==> src/rtl/sdcs_pkg.sv <==
// Package for the servo drive command sequencer.
// Holds the word structs, the mode/opcode/message codes and register reset values.
// No dependencies.
`default_nettype none

package sdcs_pkg;

  localparam int CFG_IDX_BITS = 2;
  localparam int CNT_BITS     = 32;

  localparam logic [CNT_BITS-1:0] SEARCH_RESET = 32'd2000000;
  localparam logic [CNT_BITS-1:0] OFFSET_RESET = 32'd5000;

  localparam logic [CFG_IDX_BITS-1:0] REG_SEARCH = 2'd0;
  localparam logic [CFG_IDX_BITS-1:0] REG_OFFSET = 2'd1;

  typedef enum logic [3:0] {
    OP_ENABLE    = 4'd0,
    OP_DISABLE   = 4'd1,
    OP_HOME      = 4'd2,
    OP_MOVE      = 4'd3,
    OP_MAX_LIMIT = 4'd4,
    OP_MIN_LIMIT = 4'd5,
    OP_ALARM     = 4'd6,
    OP_DONE      = 4'd7,
    OP_MALFORMED = 4'd8
  } op_t;

  typedef enum logic [2:0] {
    MODE_INACTIVE  = 3'd0,
    MODE_ACTIVE    = 3'd1,
    MODE_HOME_FWD  = 3'd2,
    MODE_HOME_BACK = 3'd3,
    MODE_ON_DUTY   = 3'd4
  } mode_t;

  typedef enum logic [2:0] {
    MSG_NONE   = 3'd0,
    MSG_ALARM  = 3'd1,
    MSG_READY  = 3'd2,
    MSG_NREADY = 3'd3,
    MSG_TPOS   = 3'd4,
    MSG_HOME   = 3'd5
  } msg_t;

  typedef enum logic [1:0] {
    ERR_NONE      = 2'd0,
    ERR_MALFORMED = 2'd1,
    ERR_ZERO_DIST = 2'd2
  } err_t;

  localparam int LAMP_READY = 0;
  localparam int LAMP_TPOS  = 1;
  localparam int LAMP_HOME  = 2;
  localparam int LAMP_ALARM = 3;

  typedef struct packed {
    logic [3:0]          opcode;
    logic                from_bus;
    logic                direction;
    logic [CNT_BITS-1:0] distance_pulses;
    logic                drive_ready;
  } in_word_t;

  typedef struct packed {
    logic [2:0]          message;
    logic                start_burst;
    logic [CNT_BITS-1:0] burst_pulses;
    logic                burst_forward;
    logic                search_speed;
    logic [2:0]          mode;
    logic                servo_on;
    logic                emergency;
    logic [3:0]          lamps;
    logic [1:0]          error;
  } out_word_t;

  typedef struct packed {
    mode_t      mode;
    logic       enable;
    logic       stop;
    logic [3:0] lamps;
    logic       dir;
    logic       slow;
  } drv_state_t;

endpackage

`default_nettype wire

==> src/rtl/servo_drive_command_sequencer.sv <==
// Top level of the servo drive command sequencer: input register, drive state,
// setup registers and result register. Depends on sdcs_pkg, sdcs_step, sdcs_outreg.
//
//   channel  | handshake                  | word
//   ---------+----------------------------+-------------------------------
//   in       | in_valid / in_stall        | in_word  (in_word_t)
//   out      | out_valid / out_stall      | out_word (out_word_t)
//   cfg      | cfg_valid / cfg_ready      | cfg_index, cfg_data
//
// One word per cycle while out_stall is low. A word passes the input register,
// then the mode decision into the result register, where drive state updates too.
// rst (synchronous) sets mode inactive, lines and lamps low, setup regs to defaults.
// A stalled output holds its word; in_stall rises as soon as the input register
// holds a word that the stalled output cannot take. cfg_ready is always high.
`default_nettype none

module servo_drive_command_sequencer
  import sdcs_pkg::*;
#(
  parameter int PULSE_BITS = 32
) (
  input  wire logic                    clk,
  input  wire logic                    rst,
  input  wire logic                    in_valid,
  output logic                         in_stall,
  input  wire in_word_t                in_word,
  output logic                         out_valid,
  input  wire logic                    out_stall,
  output out_word_t                    out_word,
  input  wire logic                    cfg_valid,
  output logic                         cfg_ready,
  input  wire logic [CFG_IDX_BITS-1:0] cfg_index,
  input  wire logic [CNT_BITS-1:0]     cfg_data
);

  logic                s1_valid;
  in_word_t            s1_word;
  drv_state_t          state;
  drv_state_t          state_next;
  out_word_t           result;
  logic [CNT_BITS-1:0] search_pulses;
  logic [CNT_BITS-1:0] offset_pulses;
  logic                can_load;
  logic                advance;

  assign cfg_ready = 1'b1;
  assign advance   = s1_valid && can_load;
  assign in_stall  = s1_valid && !can_load;

  always_ff @(posedge clk) begin
    if (rst) begin
      search_pulses <= SEARCH_RESET;
      offset_pulses <= OFFSET_RESET;
    end else if (cfg_valid && cfg_ready) begin
      unique case (cfg_index)
        REG_SEARCH: search_pulses <= cfg_data;
        REG_OFFSET: offset_pulses <= cfg_data;
        default: ;
      endcase
    end
  end

  always_ff @(posedge clk) begin
    if (rst) begin
      s1_valid <= 1'b0;
    end else if (!in_stall) begin
      s1_valid <= in_valid;
    end
  end

  always_ff @(posedge clk) begin
    if (!in_stall && in_valid) begin
      s1_word <= in_word;
    end
  end

  always_ff @(posedge clk) begin
    if (rst) begin
      state <= '{mode: MODE_INACTIVE, enable: 1'b0, stop: 1'b0, lamps: 4'b0,
                 dir: 1'b0, slow: 1'b0};
    end else if (advance) begin
      state <= state_next;
    end
  end

  sdcs_step #(
    .PULSE_BITS(PULSE_BITS)
  ) u_step (
    .search_pulses(search_pulses),
    .offset_pulses(offset_pulses),
    .item         (s1_word),
    .cur          (state),
    .nxt          (state_next),
    .result       (result)
  );

  sdcs_outreg u_outreg (
    .clk      (clk),
    .rst      (rst),
    .load     (s1_valid),
    .load_word(result),
    .can_load (can_load),
    .out_valid(out_valid),
    .out_stall(out_stall),
    .out_word (out_word)
  );

  // emergency stop stays latched until reset
  a_stop_sticky: assert property (@(posedge clk) disable iff (rst)
    state.stop |=> state.stop)
    else $error("emergency line dropped");

  a_emerg_lamp: assert property (@(posedge clk) disable iff (rst)
    out_valid && out_word.emergency |-> out_word.lamps[LAMP_ALARM])
    else $error("emergency without alarm lamp");

  a_no_count: assert property (@(posedge clk) disable iff (rst)
    out_valid && !out_word.start_burst |-> out_word.burst_pulses == '0)
    else $error("burst count without burst");

  a_err_quiet: assert property (@(posedge clk) disable iff (rst)
    out_valid && out_word.error != ERR_NONE |->
      !out_word.start_burst && out_word.message == MSG_NONE)
    else $error("error word carries action");

  a_state_hold: assert property (@(posedge clk) disable iff (rst)
    !advance |=> $stable(state))
    else $error("drive state moved without a word");

endmodule

`default_nettype wire

==> src/rtl/sdcs_step.sv <==
// Mode decision for one word: next drive state and the result word.
// Pure combinational; depends on sdcs_pkg.
`default_nettype none

module sdcs_step
  import sdcs_pkg::*;
#(
  parameter int PULSE_BITS = 32
) (
  input  wire logic [CNT_BITS-1:0] search_pulses,
  input  wire logic [CNT_BITS-1:0] offset_pulses,
  input  wire in_word_t            item,
  input  wire drv_state_t          cur,
  output drv_state_t               nxt,
  output out_word_t                result
);

  // largest count the pulse generator takes
  localparam logic [CNT_BITS-1:0] CNT_TOP = {CNT_BITS{1'b1}} >> (CNT_BITS - PULSE_BITS);

  logic                start;
  logic [CNT_BITS-1:0] cnt_raw;
  logic                fwd;
  logic                slow;
  msg_t                msg;
  err_t                err;
  logic                launch;

  always_comb begin
    nxt     = cur;
    start   = 1'b0;
    cnt_raw = '0;
    fwd     = cur.dir;
    slow    = cur.slow;
    msg     = MSG_NONE;
    err     = ERR_NONE;
    case (item.opcode)
      OP_ENABLE: begin
        if (cur.mode == MODE_INACTIVE && item.drive_ready) begin
          nxt.enable            = 1'b1;
          nxt.lamps[LAMP_READY] = 1'b1;
          nxt.mode              = MODE_ACTIVE;
          msg                   = MSG_READY;
        end
      end
      OP_DISABLE: begin
        if (cur.mode == MODE_ACTIVE || cur.mode == MODE_ON_DUTY) begin
          nxt.enable = 1'b0;
          nxt.lamps  = cur.lamps & (4'b1 << LAMP_ALARM);
          nxt.mode   = MODE_INACTIVE;
          msg        = MSG_NREADY;
        end
      end
      OP_HOME: begin
        if (cur.mode == MODE_ACTIVE || (item.from_bus && cur.mode == MODE_ON_DUTY)) begin
          nxt.mode = MODE_HOME_FWD;
          start    = 1'b1;
          cnt_raw  = search_pulses;
          fwd      = 1'b1;
          slow     = 1'b1;
        end
      end
      OP_MOVE: begin
        if (cur.mode == MODE_ON_DUTY) begin
          if (item.distance_pulses == '0) begin
            err = ERR_ZERO_DIST;
          end else begin
            start   = 1'b1;
            cnt_raw = item.distance_pulses;
            fwd     = item.direction;
          end
        end
      end
      OP_MAX_LIMIT, OP_MIN_LIMIT, OP_ALARM: begin
        if (cur.mode == MODE_ON_DUTY) begin
          nxt.stop              = 1'b1;
          nxt.lamps[LAMP_ALARM] = 1'b1;
          nxt.mode              = MODE_INACTIVE;
          msg                   = MSG_ALARM;
        end else if (item.opcode == OP_MAX_LIMIT && cur.mode == MODE_HOME_FWD) begin
          nxt.mode = MODE_HOME_BACK;
          start    = 1'b1;
          cnt_raw  = search_pulses;
          fwd      = 1'b0;
          slow     = 1'b1;
        end else if (item.opcode == OP_MIN_LIMIT && cur.mode == MODE_HOME_BACK) begin
          nxt.mode = MODE_ON_DUTY;
          start    = 1'b1;
          cnt_raw  = offset_pulses;
          fwd      = 1'b1;
          slow     = 1'b0;
          msg      = MSG_HOME;
        end
      end
      OP_DONE: begin
        if (cur.mode == MODE_ON_DUTY) begin
          nxt.lamps[LAMP_TPOS] = 1'b1;
          msg                  = MSG_TPOS;
        end
      end
      default: begin
        err = ERR_MALFORMED;
      end
    endcase

    launch = start;
    if (launch) begin
      // a new burst clears homed/target lamps; homed comes back on the offset burst
      nxt.lamps[LAMP_TPOS] = 1'b0;
      nxt.lamps[LAMP_HOME] = (msg == MSG_HOME);
      nxt.dir              = fwd;
      nxt.slow             = slow;
    end

    result.message       = msg;
    result.start_burst   = start;
    result.burst_pulses  = (cnt_raw > CNT_TOP) ? CNT_TOP : cnt_raw;
    result.burst_forward = nxt.dir;
    result.search_speed  = nxt.slow;
    result.mode          = nxt.mode;
    result.servo_on      = nxt.enable;
    result.emergency     = nxt.stop;
    result.lamps         = nxt.lamps;
    result.error         = err;
  end

endmodule

`default_nettype wire

==> src/rtl/sdcs_outreg.sv <==
// Result register for the output channel; loads when empty or when the word is taken.
// Depends on sdcs_pkg.
`default_nettype none

module sdcs_outreg
  import sdcs_pkg::*;
(
  input  wire logic      clk,
  input  wire logic      rst,
  input  wire logic      load,
  input  wire out_word_t load_word,
  output logic           can_load,
  output logic           out_valid,
  input  wire logic      out_stall,
  output out_word_t      out_word
);

  assign can_load = !out_valid || !out_stall;

  always_ff @(posedge clk) begin
    if (rst) begin
      out_valid <= 1'b0;
    end else if (can_load) begin
      out_valid <= load;
    end
  end

  always_ff @(posedge clk) begin
    if (can_load && load) begin
      out_word <= load_word;
    end
  end

endmodule

`default_nettype wire
==> config.mk <==
export PLATFORM = sky130hd
export DESIGN_NAME = servo_drive_command_sequencer
export DESIGN_NICKNAME = d
export VERILOG_FILES = /design/src/rtl/sdcs_pkg.sv /design/src/rtl/servo_drive_command_sequencer.sv /design/src/rtl/sdcs_step.sv /design/src/rtl/sdcs_outreg.sv
export SDC_FILE = /design/constraint.sdc
export NUM_CORES = 1
export LEC_CHECK = 0
export ABC_AREA = 1
export BUFFER_PORTS_ARGS = -buffer_cell sky130_fd_sc_hd__buf_2
export CORE_MARGIN = 5
export CORE_UTILIZATION = 31
export CTS_BUF_LIST = sky130_fd_sc_hd__clkbuf_4 sky130_fd_sc_hd__clkbuf_8
export DETAILED_ROUTE_END_ITERATION = 10
export SETUP_SLACK_MARGIN = 0.15
export SYNTH_ARGS = -nofsm -noshare
export SYNTH_HDL_FRONTEND = slang
export SYNTH_HIERARCHICAL = 1
export SYNTH_SLANG_ARGS = --single-unit
==> constraint.sdc <==
create_clock -name clk -period 10.4 [get_ports clk]
set_clock_uncertainty 0.15 [all_clocks]
set_input_delay 0 -clock clk [delete_from_list [all_inputs] [get_ports clk]]
set_output_delay 0 -clock clk [all_outputs]
set_load 0.005 [all_outputs]
==> results.md, run 1 <==
* Status: complete, no violations
* Layout cells sized above 1 at 17.9%
* Async S/R FF share, synth at 0%
* Xor/xnor share of the synthesized area at 0%
* Initial antenna violation count at 1
* Total leakage power at roughly 4 nW
* Top cell type's share of synthesized area at 37.7%
* Commonest cells in the netlist: 211 x nand2_1, 138 x nor2_1, 88 x edfxtp_1
* Adder-cell share of the synthesized area at 0%
* Cell chain of the critical path: nor2_1 > nand2_1 > inv_1 > nand2_1 > nor2_1 > nand2_1 > nand3_1 > inv_1 > nand2_1 > nand3_1
* Unrepaired setup endpoints after global routing: no
* Final net count at between 1,000 and 1,500
* Slowest stage delay, CP at 490 ps
* Sw Share at 26.8%
* Deepest clock path buffer count at 2
* Startpoint class of the critical path: flip-flop
* Fin util at 40.1%
* Crit path kind: flip-flop to flip-flop
* Switching pwr at 0.000359 W
* Synth Instances at 812
* Port bufs at 128
* Per-cell routed wire length at ~15 µm
* Vias in the first global route at between 5,000 and 6,000
* Hold_sp: in_word[5]
* Post-Syn Area per Cell at about 8.6 µm²
* Largest net degree at the start of global routing at 76
* Worst Path Arrival at 2450 ps
* Synth top area cells: edfxtp_1 38%, dfxtp_1 22%, nand2_1 11%
* Hold Path Class: primary input to flip-flop
* Setup TNS at 0 ps
* Total power at 0.00134 W
* Post-synthesis compound-gate area fraction at 5.91%
* Yosys top cell by area: edfxtp_1
* Sequential share of power at 55.2%
* Fin crit period at roughly 2400 ps
* Chip Height at between 150 and 200 µm
* Post-route DRC at 0
* CTS tree: yes
* Die outline width at 160 µm
* IO Pins at 130
* Reg2Reg Depth at 10
* Area grow syn2layout at 28.2%
* Critical Path Sink Type: flip-flop
* Post-synth EDFFs at 88
* Worst relative slew slack at 24.0%
* GR Util All Layers at between 10% and 20%
* Vias per inst at roughly 4.5
* Hold WS at 91.5 ps
* Gpl congestion at 0.863
* Synth Register Bits at 165
* Post-synthesis mux area share at 0%
* Simple-gate share of the synthesized area at 25.5%
* Comb pwr share at 10.0%
* FMAX at 419 MHz
* Yosys warns at 6
* CP required at 10,460 ps
* Worst-skew pair later-pin latency at 460 ps
* Filler cells at approximately 2,200
* Total global routing overflow at 0
* Vias at between 5,000 and 6,000
* Critical Path Slowest Stage Cell: inv_1
* Primary FF master, synth: edfxtp_1
* Hold path cells at 2
* Worst r2r src: s1_word[1]$_DFFE_PP_
* R2R Path End: u_outreg/out_word[23]$_DFFE_PP_
* Drt first pass iters at 5
* Post-detail-place hpwl at 12,100 µm
* Most frequent CP cell: nand2_1
* Final Hold Fails at 0
* PD cells at 149 nW/µm²
* Core box area at 22,400 µm²
* Worst Path Max Fanout at 32
* Clk pin slew, worst setup/hold paths at 100 ps
* WHS Endpoint: s1_word[5]$_DFFE_PP_
* Non-Filler Instances at 1,293
* Clk network pwr share at a little over a third
* Setup slack, reg-to-reg at between 8000 and 9000 ps
* Peak supply drop at 0.0686 mV
* Netlist Area Pre-Place at roughly 7000 µm²
* Cells after DPL at 1,180
* P_int at slightly below 0.001 W
* Die area at 25,700 µm²
* Final Setup Violations at 0
* Violation count after the first detailed-route iteration at about 410
* Net Count, Synth at 890
* Combinational family with the most area after synthesis: simple AND/OR/NAND/NOR gates
* Remaining antenna violation count at 0
* Measured slew at the worst slew-check pin at 1140 ps
* Starting Density at 31.3%
* Clock sink total at roughly 170
* Post-CTS Setup Bufs at 0
* Row count at 55
* Max-slew violation count at 0
* H-tree levels at 4
* Number of max-cap violations at 0
* CTS Root Cell: clkbuf_8
* Synth unique cells at 28
* Most frequent cell after synthesis: nand2_1
* Global-route wire length before repair at 30,100 µm
* Overall routed net length at between 15,000 and 20,000 µm
* Final worst-path cycle share at 22.9%
* Share of synthesized area occupied by flip-flops and latches at 59.7%
* CTS buffer count at 17
cell usage in the layout (no fill, tap or decap), types with 2 or more instances in the layout:
cell type        n
buf_4            7
nor2_1         137
inv_1           85
nor2_4           2
dlygate4sd3_1   80
inv_8            4
nand2_2          4
buf_2          128
inv_2            2
nand4_1          8
a31oi_1          2
a22oi_1         20
nor3_1           2
clkbuf_8        17
dfxtp_1         77
clkinv_4         2
o21ai_0         16
nand3_1         70
edfxtp_1        88
inv_6            4
a21oi_1         27
clkinvlp_4       2
nand2_1        211
final cells by class:
cell class	count	area, µm²	area share (%)
Antenna cell	1	2.50	0.0278
Clock buffer	17	234	2.60
Clock inverter	15	163	1.81
Inverter	87	327	3.63
Multi-Input combinational cell	508	2230	24.8
Sequential cell	165	4180	46.5
Tap cell	285	357	3.97
Timing Repair Buffer	215	1490	16.6
metrics by stage:
stage          area, µm²  setup WS [ps]
3_5_place_dp        7790           7980
5_1_grt             8990           7720
2_1_floorplan       7010           6990
6_report            8990           8010
4_1_cts             8990           7960
3_3_place_gp        7790           7970
power groups by stage:
stage,Sequential (W),Combinational (W),Clock [W]
6_report,0.000740,0.000134,0.000466
5_1_grt,0.000745,0.000151,0.000511
4_1_cts,0.000741,0.000135,0.000483
3_5_place_dp,0.000755,0.000112,0
3_3_place_gp,0.000755,0.000111,0
2_1_floorplan,0.000752,0.0000689,0
metal layers:
| layer | routed length (µm) | track usage (%) | share of wire, % |
|---|---|---|---|
| met1 | 8960 | 20.3 | 47 |
| met2 | 8560 | 23.2 | 45 |
| met3 | 1030 | 3.28 | 5.5 |
| met4 | 329 | 4.73 | 1.7 |
| met5 | 0 | 0 | 0 |
how the worst max path moves through the flow:
stage                          start                         endpoint  slack (ps)  depth (start not counted)
6_report        s1_word[1]$_DFFE_PP_  u_outreg/out_word[23]$_DFFE_PP_        8010                         10
5_1_grt         s1_word[1]$_DFFE_PP_  u_outreg/out_word[23]$_DFFE_PP_        7720                         10
3_3_place_gp    s1_word[1]$_DFFE_PP_  u_outreg/out_word[23]$_DFFE_PP_        7970                         10
3_5_place_dp    s1_word[1]$_DFFE_PP_  u_outreg/out_word[23]$_DFFE_PP_        7980                         10
2_1_floorplan  s1_valid$_SDFFE_PP0N_   u_outreg/out_word[0]$_DFFE_PP_        6990                          2
4_1_cts         s1_word[1]$_DFFE_PP_  u_outreg/out_word[23]$_DFFE_PP_        7960                         10
registers in the layout, summed over array words and instances, names as in the netlist:
signal and count:
s1_valid 1, u_outreg/out_valid 1, s1_word 39, state 11
offset_pulses 32, u_outreg/out_word 49, search_pulses 32
critical path, delay by kind of cell, from the launching register on:
kind,cells,cell delay [ps]
flops,1,410
simple gates,8,1020
buf+inv,2,550
timing repair:
| item | in CTS | in global routing |
|---|---|---|
| hold endpoints to repair | 105 | 0 |
| gates resized for setup | 0 | 0 |
| hold buffers | 80 | 0 |
kinds of logic after synthesis:
kind of cell	count (synthesis)
AO/OA/AOI/OAI	70
flip-flops	165
buffers and inverters	139
other	1
AND/OR/NAND/NOR	437
(Power assumes the default switching activity.)
==> run 2, diff against run 1 <==
==> constraint.sdc (replaced) <==
create_clock -name clk -period 2.46 [get_ports clk]
set_clock_uncertainty 0.15 [all_clocks]
set_input_delay 0 -clock clk [delete_from_list [all_inputs] [get_ports clk]]
set_output_delay 0 -clock clk [all_outputs]
set_load 0.005 [all_outputs]
==> results.md, run 2 (same netlist as run 1, synthesis figures left out) <==
* Initial antenna violation count at 0
* Startpoint class of the critical path: flip-flop
* Unrepaired setup endpoints after global routing: no
* Port bufs at 128
* Row count at 55
* Largest registers: u_outreg/out_word (49), s1_word (39)
* CP required at 2520 ps
* Critical Path Sink Type: flip-flop
* Setup TNS at 0 ps
* Final Hold Fails at 0
* Core box area at 22,400 µm²
* Hold Path Class: primary input to flip-flop
* Violation count after the first detailed-route iteration at between 200 and 300
* FMAX at 469 MHz
* Die outline width at 160 µm
* Worst-skew pair later-pin latency at 460 ps
* Fin crit period at 2130 ps
* Clk pin slew, worst setup/hold paths at 110 ps
* Max-slew violation count at 0
* Status: complete, no violations
* Worst Path Max Fanout at 32
* CTS Root Cell: clkbuf_8
* Area grow syn2layout at 32.5%
* Post-route DRC at 0
* Final worst-path cycle share at between 80% and 90%
* Layout cells sized above 1 at 17.8%
* Hold path cells at 5
* CTS buffer count at 17
* Chip Height at 160 µm
* Worst Path Arrival at 2190 ps
* Most frequent cells in the layout: 211 x nand2_1, 137 x nor2_1, 128 x buf_2, 98 x dlygate4sd3_1, 88 x edfxtp_1
* Clock sink total at 165
* PD cells at 619 nW/µm²
* Largest net degree at the start of global routing at 64
* Vias at between 5,000 and 6,000
* Starting Density at approximately 31%
* Deepest clock path buffer count at 2
* Crit path kind: flip-flop to flip-flop
* Final Setup Violations at 0
* Measured slew at the worst slew-check pin at between 600 and 700 ps
* Total global routing overflow at 0
* Filler cells at 2,256
* Overall routed net length at 19,100 µm
* Peak supply drop at between 0.3 and 0.4 mV
* Global-route wire length before repair at 30,600 µm
* Reg2Reg Depth at 11
* Drt first pass iters at 7
* Gpl congestion at 0.839
* GR Util All Layers at 14.9%
* Final net count at 1,093
* Vias per inst at 4.47
* Biggest register: u_outreg/out_word
* Per-cell routed wire length at 14.6 µm
* Die area at between 20,000 and 30,000 µm²
* Post-detail-place hpwl at 12,300 µm
* Worst relative slew slack at 54.7%
* Hold WS at 28.7 ps
* CTS tree: yes
* Vias in the first global route at 5,687
* Total leakage power at 4.24 nW
* IO Pins at 130
* Ant. Diodes at 0
* Most common cell after layout, fill and taps aside: nand2_1
* H-tree levels at 4
* Number of max-cap violations at 0
* Number of flip-flops in the largest register at 49
* Remaining antenna violation count at 0
run 2: worst paths after layout:
| kind | from | endpoint | slack (ps) |
|---|---|---|---|
| worst max-delay path | s1_word[1]$_DFFE_PP_ | u_outreg/out_word[13]$_DFFE_PP_ | 330 |
| worst min-delay path | cfg_valid | offset_pulses[5]$_SDFFE_PP0P_ | 30 |
| worst max register to register | s1_word[1]$_DFFE_PP_ | u_outreg/out_word[13]$_DFFE_PP_ | 330 |
| worst min register to register | search_pulses[10]$_SDFFE_PP1P_ | search_pulses[10]$_SDFFE_PP1P_ | 320 |
run 2: final cells by class:
cell class / instances / area [µm²] / share of cell area (%)
Sequential cell: 165 / 4180 / 45.0
Multi-Input combinational cell: 508 / 2230 / 24.0
Timing Repair Buffer: 236 / 1770 / 19.1
Tap cell: 285 / 357 / 3.84
Inverter: 87 / 327 / 3.52
Clock buffer: 17 / 234 / 2.52
Clock inverter: 15 / 184 / 1.98
run 2: where the power goes:
group	internal [W]	switching (W)	total, W
Combinational	0.000272	0.000325	0.000598
Clock	0.000866	0.00116	0.00202
Sequential	0.00305	0.0000744	0.00313
run 2: layer usage:
layer	GRT usage (%)	vias up	routed length, µm
li1	-	2999	-
met1	20.7	2704	8950
met2	24.0	159	9010
met3	3.54	9	1070
met4	3.09	0	122
met5	0	-	0
run 2: repair_timing:
item,CTS,global route
buffers inserted,0,0
hold buffers,98,0
gates resized for setup,0,0
endpoints found under the hold margin,163,0
run 2: metrics by stage:
step                std cells  utilization, %  worst slack, ps  area, µm²  power [W]
finish                   1313            41.4              329       9290    0.00575
global route             1313            41.4              168       9290    0.00603
CTS                      1313            41.4              301       9290    0.00583
detailed placement       1183            35.2              332       7890    0.00368
global placement         1183            35.2              335       7890    0.00367
floorplan                 812               -              293       7030    0.00347
run 2: critical path, stage by stage, from the launching register on:
cell      delay [ps]
edfxtp_1         410
nor2_1           220
nand2_1          110
inv_1             70
nand2_1           50
nor2_1           150
nand2_1          120
nand3_1          110
inv_1             50
buf_4            240
nand2_1          110
nand3_1           80
==> run 3, diff against run 2 <==
--- a/config.mk
+++ b/config.mk
@@ -5,7 +5,6 @@
 export SDC_FILE = /design/constraint.sdc
 export NUM_CORES = 1
 export LEC_CHECK = 0
-export ABC_AREA = 1
 export BUFFER_PORTS_ARGS = -buffer_cell sky130_fd_sc_hd__buf_2
 export CORE_MARGIN = 5
 export CORE_UTILIZATION = 31
==> constraint.sdc (replaced) <==
create_clock -name clk -period 2.1 [get_ports clk]
set_clock_uncertainty 0.15 [all_clocks]
set_input_delay 0 -clock clk [delete_from_list [all_inputs] [get_ports clk]]
set_output_delay 0 -clock clk [all_outputs]
set_load 0.005 [all_outputs]
==> results.md, run 3 <==
* Status: complete, but fails checks
* Worst Path Max Fanout at 5
* Net Count, Synth at 649
* Layout cells sized above 1 at between 30% and 40%
* Die outline width at 161 µm
* Post-Syn Area per Cell at 12.4 µm²
* Largest registers: u_outreg/out_word (49), s1_word (39)
* Per-cell routed wire length at 16.8 µm
* Die area at between 20,000 and 30,000 µm²
* Startpoint class of the critical path: flip-flop
* Violation count after the first detailed-route iteration at 281
* Yosys warns at 6
* Sequential share of power at a little over half
* Synth Instances at 571
* Crit path max-delay family: simple AND/OR/NAND/NOR gates
* Starting Density at 31.4%
* Clock sink total at approximately 170
* Yosys top cell by area: edfxtp_1
* Most frequent cells in the layout: 128 x buf_2, 88 x edfxtp_1, 87 x nand2b_1, 77 x dlygate4sd3_1, 77 x dfxtp_1
* Remaining antenna violation count at 0
* Vias per inst at 4.59
* Switching pwr at 0.00146 W
* Ant. Diodes at 0
* Clk pin slew, worst setup/hold paths at 90 ps
* Vias in the first global route at 5,215
* Worst-skew pair later-pin latency at 450 ps
* Post-route DRC at 0
* Chip Height at 161 µm
* R2R Path End: state[1]$_SDFFE_PP0P_
* FMAX at 459 MHz
* Post-synth EDFFs at 88
* Gpl congestion at 0.838
* Async S/R FF share, synth at 0%
* Worst path buffer plus inverter count at 1
* Synth unique cells at 50
* Row count at 55
* Synth Register Bits at 165
* IO Pins at 130
* Number of flip-flops in the largest register at 49
* Most common cell after layout, fill and taps aside: buf_2
* Setup slack, reg-to-reg at -80 ps
* Critical Path Slowest Stage Cell: edfxtp_1
* Netlist Area Pre-Place at 7090 µm²
* Measured slew at the worst slew-check pin at 653 ps
* CTS buffer count at 17
* Share of synthesized area occupied by flip-flops and latches at 59.0%
* Largest net degree at the start of global routing at 120
* Setup TNS at -1390 ps
* Core box area at 22,600 µm²
* Hold Path Class: primary input to flip-flop
* Initial antenna violation count at 0
* Biggest register: u_outreg/out_word
* Final Setup Violations at 35
* CTS tree: yes
* Pre-CTS setup slack at -246 ps
* Deepest clock path buffer count at 2
* Crit path kind: flip-flop to flip-flop
* Crit path to: state[1]$_SDFFE_PP0P_
* H-tree levels at 4
* CP startpoint: s1_word[16]$_DFFE_PP_
* Clk network pwr share at 37.9%
* Final worst-path cycle share at 104%
* Total leakage power at 4.04 nW
* Number of max-cap violations at 0
* Unrepaired setup endpoints after global routing: yes
* Overall routed net length at approximately 18,000 µm
* Hold WS at around 57 ps
* Vias at 5,017
* Filler cells at approximately 2,100
* Final Hold Fails at 0
* Slowest stage delay, CP at 430 ps
* Critical Path Sink Type: flip-flop
* Worst Path Arrival at around 2400 ps
* P_int at between 0.005 and 0.006 W
* Worst relative slew slack at 56.4%
* Crit path depth at 8
* Total global routing overflow at 0
* Worst r2r src: s1_word[16]$_DFFE_PP_
* Cell chain of the critical path: nor4_2 > nand2_1 > nor4_4 > buf_6 > o21ai_4 > o211ai_1 > nand3_1 > a21oi_1
* Sw Share at 21.8%
* Max-slew violation count at 0
* Synth top area cells: edfxtp_1 37%, dfxtp_1 22%, mux2i_1 9.0%
* Reg2Reg Depth at 8
* CTS Root Cell: clkbuf_8
* Final net count at between 800 and 900
* Commonest cells in the netlist: 88 x edfxtp_1, 88 x nand2b_1, 77 x dfxtp_1
* Post-detail-place hpwl at 11,300 µm
* Drt first pass iters at 4
* CP required at roughly 2300 ps
* Failing checks: setup timing
* Primary FF master, synth: edfxtp_1
* Fin crit period at between 2000 and 2500 ps
* Port bufs at 128
* Global-route wire length before repair at approximately 28,000 µm
* Final worst setup slack at -79.4 ps
* Area grow syn2layout at 36.1%
* GR Util All Layers at 13.9%
* PD cells at 692 nW/µm²
* Peak supply drop at 0.361 mV
* Top cell type's share of synthesized area at ~37%
* Comb pwr share at 8.3%
## run 3: cell count changes after synthesis, sizes merged, moves of 12 or more
cell	delta
a21o	+35
a21oi	-12
a22o	+32
a22oi	-19
inv	-86
mux2i	+64
nand2	-203
nand2b	+88
nand3	-57
nor2	-105
o21ai	-12
## run 3: logic make-up after synthesis
group,after synthesis,synth area share (%)
buffers and inverters,51,4.85
DFF,165,59.0
other,1,0.0529
muxes,64,9.03
and+or+nand+nor,178,14.7
AOI/OAI and AO/OA,110,12.1
xor gates and xnor gates,2,0.247
## run 3: power groups by stage
stage,combinational [W],clock [W],sequential (W)
after global routing,0.000608,0.00275,0.00361
after detailed placement,0.000420,0,0.00366
final,0.000556,0.00253,0.00359
after CTS,0.000552,0.00260,0.00359
after floorplan,0.000216,0,0.00365
after global placement,0.000415,0,0.00366
## run 3: repair_timing
action	in CTS	in global routing
cloned	2	2
resized for setup	24	15
setup buffers	9	8
hold endpoints to repair	131	0
hold buffers	77	0
pin swaps	12	13
setup endpoints to repair	57	65
## run 3: final cells by class
class / count / area (µm²) / area share (%)
multi-input cells: 357 / 2750 / 28.5
repair buffers: 254 / 1920 / 19.8
well taps: 285 / 357 / 3.69
flip-flops and latches: 165 / 4180 / 43.3
inverters: 1 / 3.75 / 0.0389
clock buffers: 22 / 284 / 2.94
clock inverters: 9 / 155 / 1.61
## run 3: worst min path at each step
stage,from,endpoint,cells past startpoint
3_5_place_dp,in_word[28],s1_word[28]$_DFFE_PP_,1
5_1_grt,cfg_index[0],offset_pulses[14]$_SDFFE_PP0P_,4
6_report,cfg_index[0],offset_pulses[11]$_SDFFE_PP0P_,4
3_3_place_gp,in_word[38],s1_word[38]$_DFFE_PP_,1
4_1_cts,cfg_index[0],offset_pulses[2]$_SDFFE_PP0P_,4
2_1_floorplan,rst,u_outreg/out_valid$_SDFFE_PP0P_,1
## run 3: stage by stage
step	total power, W	cells	area, µm²	utilization (%)
CTS	0.00674	1083	9480	42.0
global route	0.00696	1093	9650	42.8
finish	0.00668	1093	9650	42.8
floorplan	0.00387	571	7140	-
detailed placement	0.00408	964	8080	35.8
global placement	0.00408	964	8080	35.8
## run 3: tightest hold or removal path: stages
cell and delay [ps]:
buf_2 130, nand3b_1 90, buf_4 230, mux2i_1 150
## run 3: metal layers
layer,GRT usage [%],wire length [µm],up-vias
met3,3.52,709,15
met2,23.2,8880,115
li1,-,-,2497
met5,0,0,-
met1,18.1,8540,2390
met4,3.45,213,0
